===== config.mk =====
export PLATFORM = sky130hd
export DESIGN_NAME = sdrt_cell
export DESIGN_NICKNAME = d
export VERILOG_FILES = /design/src/hdl/sdrt_pkg.sv /design/src/hdl/sdrt_cell.sv
export SDC_FILE = /design/constraint.sdc
export NUM_CORES = 1
export LEC_CHECK = 0
export BUFFER_PORTS_ARGS = -buffer_cell sky130_fd_sc_hd__clkbuf_2
export CORE_MARGIN = 8
export CORE_UTILIZATION = 39
export CTS_CLUSTER_SIZE = 25
export DETAILED_ROUTE_END_ITERATION = 12
export PLACE_DENSITY_LB_ADDON = 0.3
export SYNTH_ARGS = -nofsm -noshare
export SYNTH_HDL_FRONTEND = slang
export SYNTH_SLANG_ARGS = --single-unit

===== constraint.sdc =====
create_clock -name clk -period 2.2 [get_ports clk]
set_clock_uncertainty 0.2 [all_clocks]
set_input_delay 0.22 -clock clk [delete_from_list [all_inputs] [get_ports clk]]
set_output_delay 0.22 -clock clk [all_outputs]
set_load 0.03 [all_outputs]

===== src/hdl/sdrt_pkg.sv =====
// sdrt_pkg: shared types, sizes and codes for the sorted distinct rank table
// used by the cell, the reduce tree and the top level
// no dependencies
package sdrt_pkg;

  // store size and derived widths
  localparam int CAPACITY  = 1024;
  localparam int CNT_W     = $clog2(CAPACITY + 1);
  localparam int FIELD_W   = 11;
  localparam int CMP_W     = (CNT_W > FIELD_W) ? CNT_W : FIELD_W;
  localparam int VAL_W     = 32;

  // reduce tree shape: about sqrt(CAPACITY) per group
  localparam int LG_CAP    = (CAPACITY > 1) ? $clog2(CAPACITY) : 1;
  localparam int GRP_LG    = (LG_CAP + 1) / 2;
  localparam int GROUP     = 1 << GRP_LG;
  localparam int NGROUPS   = (CAPACITY + GROUP - 1) / GROUP;

  // mode codes
  localparam logic [1:0] MODE_ADD    = 2'd0;
  localparam logic [1:0] MODE_RANK   = 2'd1;
  localparam logic [1:0] MODE_LOOKUP = 2'd2;

  // status codes
  localparam logic [1:0] ST_OK    = 2'd0;
  localparam logic [1:0] ST_FULL  = 2'd1;
  localparam logic [1:0] ST_RANGE = 2'd2;

  typedef struct packed {
    logic [1:0]               mode;
    logic signed [VAL_W-1:0]  item_value;
    logic [FIELD_W-1:0]       rank_in;
  } in_t;

  typedef struct packed {
    logic [FIELD_W-1:0]       rank_out;
    logic signed [VAL_W-1:0]  value_out;
    logic [FIELD_W-1:0]       distinct_count;
    logic [1:0]               status;
  } out_t;

  // what each cell offers to the reduce tree; at most one cell drives each field
  typedef struct packed {
    logic [VAL_W-1:0] val;
    logic [CNT_W-1:0] rank;
    logic             dup;
  } contrib_t;

  typedef enum logic [2:0] {
    S_IDLE,
    S_CMP,
    S_RED1,
    S_RED2,
    S_DONE
  } state_t;

endpackage


===== src/hdl/sdrt_cell.sv =====
// sdrt_cell: one slot of the sorted chain, holds a value and its valid bit
// depends on sdrt_pkg
module sdrt_cell
  import sdrt_pkg::*;
(
  input  logic                    clk,
  input  logic                    rst,
  input  logic [CNT_W-1:0]        pos,
  input  logic signed [VAL_W-1:0] query,
  input  logic [CNT_W-1:0]        rank_sel,
  input  logic                    cmp_en,
  input  logic                    ins_en,
  input  logic signed [VAL_W-1:0] prev_val,
  input  logic                    prev_valid,
  input  logic                    prev_le,
  input  logic                    next_le,
  output logic signed [VAL_W-1:0] val,
  output logic                    valid,
  output logic                    le,
  output contrib_t                contrib
);

  logic eq;

  // compare against the query, held until the next compare
  always_ff @(posedge clk) begin
    if (rst) begin
      le <= 1'b0;
      eq <= 1'b0;
    end else if (cmp_en) begin
      le <= valid && (val <= query);
      eq <= valid && (val == query);
    end
  end

  // insertion: the insert cell takes the query, cells above it the left neighbor's value
  always_ff @(posedge clk) begin
    if (ins_en && !le) begin
      val <= prev_le ? query : prev_val;
    end
  end

  always_ff @(posedge clk) begin
    if (rst) begin
      valid <= 1'b0;
    end else if (ins_en) begin
      valid <= valid | prev_valid;
    end
  end

  // offer: own value when selected by rank, own position at the le boundary, own equal flag
  always_comb begin
    contrib.val  = (valid && (pos == rank_sel)) ? val : '0;
    contrib.rank = (le && !next_le) ? pos : '0;
    contrib.dup  = eq;
  end

endmodule


# --- Word-level counts from Yosys, hierarchy flattened ---
# Cells that the tools add are included.
op_classes:
  n_eq_ne: 2
  n_mux: 3
  reduce_logical: 7
  bitwise_logic: 1
  magnitude_cmp: 1
ops:
  columns: ["operator", "n"]
  rows:
  - ["$mux 32", 2]
  - ["$eq 32x32->1", 1]
  - ["$le 32x32->1", 1]
  - ["$eq 11x11->1", 1]
  - ["$mux 11", 1]
  - ["$logic_and 1x1->1", 5]
  - ["$logic_not 1->1", 2]
  - ["$or 1x1->1", 1]
totals:
  elab_cells: 18
  input_bits: 93
  regBits: 35
  output_inout_bits: 78

# --- Longest topological paths before layout ---
depth:
  word_depth: 3
  depth_mapped: 7
  depth_no_buf: 7

# --- Least setup slack after synthesis ---
# Ideal clock, no wire load.
synth_timing:
  path_kind: "register -> register"
  startpoint: "register le"
  endpoint: "register val[0], enable pin"
  stages_incl_launch_ff: 2
  setup_ns: 0.424
  required_ns: 1.576
  arrival_ns: 1.895
  setup_slack_ns: -0.320
  synth_period_minus_slack_ns: 2.520
  path_cell_list: "dfxtp_1 nor2b_1"
synth_via:
  elab_chain_len: 2
synth_rtl:
  columns: ["element", "line", "rtl"]
  rows:
  - ["from (decl)", "sdrt_cell.sv:19", "output logic le,"]
  - ["from (signal assigned)", "sdrt_cell.sv:31", "le <= valid && (val <= query);"]
  - ["$logic_not 1->1", "sdrt_cell.sv:38", "if (ins_en && !le) begin"]
  - ["$logic_and 1x1->1", "sdrt_cell.sv:38", null]
  - ["to (signal assigned)", "sdrt_cell.sv:39", "val <= prev_le ? query : prev_val;"]
  - ["to (decl)", "sdrt_cell.sv:17", "output logic signed [VAL_W-1:0] val,"]
# No other way between the ends.
# A chain may end at the register's enable or synchronous reset.

# --- Final worst setup path ---
layout_timing:
  startpoint: "register val[23]"
  endpoint: "register le"
layout_via:
  elab_chain_len: 2
layout_rtl:
  columns: ["element", "line"]
  rows:
  - ["$le 32x32->1", "sdrt_cell.sv:31"]
  - ["$logic_and 1x1->1", "sdrt_cell.sv:31"]
# No other way between the ends.

==> impl_results.md <==
- Status: finished, final reports clean
- Starting Density: 39.9%
- Clock network fraction of design power: 25.4%
- Req. time, crit path: 2210 ps
- RSZ-0062 raised after global routing: true
- Die Ht: 99.1 um
- Kind of critical path: reg2reg
- Layout area overhead: 45.7%
- Slew headroom: 68.0%
- Synth Register Bits: 35
- Die X: 99.1 um
- NetSw: 0.572 mW
- Area after DPL: 3720 sq um
- Share of layout cells above drive strength 1: 51.9%
- Syn avg cell area: 10.4 sq um
- Post-layout util: 58.1%
- Clock tree sinks: 35
- Post-detail-place hpwl: 6800 um
- Hold WS: 22.5 ps
- Depth of the CTS H-tree: 2
- Mapped Area: 2700 sq um
- Commonest non-fill, non-tap cell in the layout: clkbuf_2
- Seq pwr share: 45.1%
- Fmax: 0.473 GHz
- Drt pass-1 iters: 4
- CP Launch Type: flop
- Cell Pwr Density: 466 nW/um^2
- Worst skew pair latency: 290 ps
- Tightest Pin Transition: 479 ps
- I/O pin count: 171
- Initial antenna violation count: 0
- Fin. max-slew vios: 0
- Grt ovf: 0
- Gate Count Post-Synth: 260
- Fin nets: 567
- Ant diodes: 0
- Worst-case vdd ir drop: 259 uV
- Combinational share of power: 29.5%
- Routed vias/inst: 4.80
- Largest net degree at the start of global routing: 33
- Port-buffer cells: 170
- Number of global-route vias before repair: 2707
- Syn Nets: 385
- Switch share: 31.3%
- Cell Rows: 30
- Clock root cell: clkbuf_8
- DRC Markers: 0
- CP Max Fanout: 3
- Vias: 2510
- CTS tree: built
- First-pass GRT wire length: 13100 um
- Ys Warns: 0
- DRT antenna net count: 0
- GP Congestion: 0.842
- Post-route minimum period: 2120 ps
- Design area: 3930 sq um
- Critical path arrival: 2130 ps
- Period utilization: 96.2%
- CP endpoint kind: flop
- Final setup vio count: 0
- Internal power: 1.26 mW
- WL final: 8170 um
- Sequential-to-total area share from yosys stat: 37.9%
- Core area: 6760 sq um
- Die area: 9830 sq um
- Worst hold-check path type: in2reg
- Final hold vios: 0
- Cts bufs inserted: 5
- Gr usage total: 16.3%
- Average wire per standard cell: 15.6 um
- Synth unique cells: 32
- Clock transition at path regs: 70 ps
- Max cap viols: 0
- Leakage power: 1.99 nW
- Initial detailed-routing violation count: 60
- Most frequent cells in the layout: 170 x clkbuf_2, 42 x and2_1, 33 x inv_1
- Maximum clock path buffer count: 2
worst paths after layout:
path | from | endpoint | cells after the start | slack (ps)
worst max register to register | val[23]$_DFFE_PP_ | le$_SDFFE_PP0P_ | 6 | 80
worst min register to register | eq$_SDFFE_PP0P_ | eq$_SDFFE_PP0P_ | 2 | 270
worst min-delay path | cmp_en | eq$_SDFFE_PP0P_ | 4 | 20
worst max-delay path | val[23]$_DFFE_PP_ | le$_SDFFE_PP0P_ | 6 | 80
power by group through the flow:
stage	registers [mW]	clock network [mW]	logic, mW
6_report	0.824	0.464	0.540
4_1_cts	0.823	0.480	0.526
3_5_place_dp	0.838	0	0.514
2_1_floorplan	0.923	0	0.222
3_3_place_gp	0.834	0	0.508
5_1_grt	0.831	0.507	0.597
cell type report:
type	instances	area [sq um]
clock buffers	7	76.3
well taps	80	100
inverters	33	124
flip-flops and latches	35	1020
multi-input cells	183	1630
fillers	639	2830
repair buffers	184	976
clock inverters	1	5.00
per-stage QoR:
stage	total power, mW	std cells	setup slack (ps)	TNS [ps]
floorplan	1.14	260	-13.7	-13.7
global placement	1.34	507	78.2	0
detailed placement	1.35	507	49.4	0
CTS	1.83	519	21.4	0
global route	1.94	523	-8.78	-8.78
finish	1.83	523	84.6	0
per-layer routing:
metal	global-route usage [%]	up-vias	wire length [um]
li1	-	1285	-
met1	17.6	1125	3340
met2	30.3	95	4180
met3	4.96	5	587
met4	3.49	0	60
met5	0	-	0
sequential cells by signal, summed over array words and instances (netlist names):
register  flops
val          32
eq            1
le            1
valid         1
logic make-up (layout without fill, tap and decap cells):
family          Yosys count  after routing  synth area share [%]
compound gates           30             30                  7.15
xor+xnor                 11             11                  3.57
simple gates             78             78                  17.2
mux                      32             32                  13.4
fa+ha+maj                32             32                  14.9
buf+inv                  42            225                  5.99
flops                    35             35                  37.9
synthesized netlist by cell type:
| cell | count | area [sq um] |
|---|---|---|
| edfxtp_1 | 32 | 961 |
| nand4_1 | 11 | 68.8 |
| and2_1 | 42 | 263 |
| a21boi_0 | 2 | 15.0 |
| buf_1 | 3 | 11.3 |
| o211ai_1 | 1 | 7.51 |
| mux2_2 | 29 | 327 |
| a21oi_1 | 15 | 75.1 |
| mux2_1 | 3 | 33.8 |
| o41a_1 | 1 | 11.3 |
| xnor2_1 | 11 | 96.3 |
| nor4_1 | 2 | 12.5 |
| clkbuf_1 | 5 | 18.8 |
| inv_1 | 33 | 124 |
| or4_4 | 1 | 11.3 |
| nor3_1 | 4 | 20.0 |
| or2b_1 | 1 | 7.51 |
| nor2b_1 | 3 | 18.8 |
| nand3_1 | 3 | 15.0 |
| o2bb2ai_1 | 1 | 8.76 |
| nand2_1 | 7 | 26.3 |
| dfxtp_1 | 3 | 60.1 |
| nand4b_1 | 1 | 8.76 |
| o221ai_2 | 1 | 15.0 |
| nor2_1 | 3 | 11.3 |
| a221o_1 | 1 | 10.0 |
| o21ai_0 | 4 | 20.0 |
| a21o_1 | 2 | 15.0 |
| buf_4 | 1 | 7.51 |
| o21a_1 | 1 | 7.51 |
| a211oi_1 | 1 | 7.51 |
| ha_1 | 32 | 400 |
worst max-delay path, stage by stage (launching register included):
cell and delay, ps:
edfxtp_1 450, ha_4 250, a21oi_2 130, o21ai_1 100
a221o_1 340, or4_4 420, o221ai_2 150
timing repair:
action / 4_1_cts / 5_1_grt
setup buffers: 0 / 5
endpoints found under the setup margin: 0 / 2
hold buffers: 4 / 0
hold endpoints to repair: 2 / 0
gates resized for setup: 0 / 8
No activity file was read; power rests on OpenSTA's default activity.
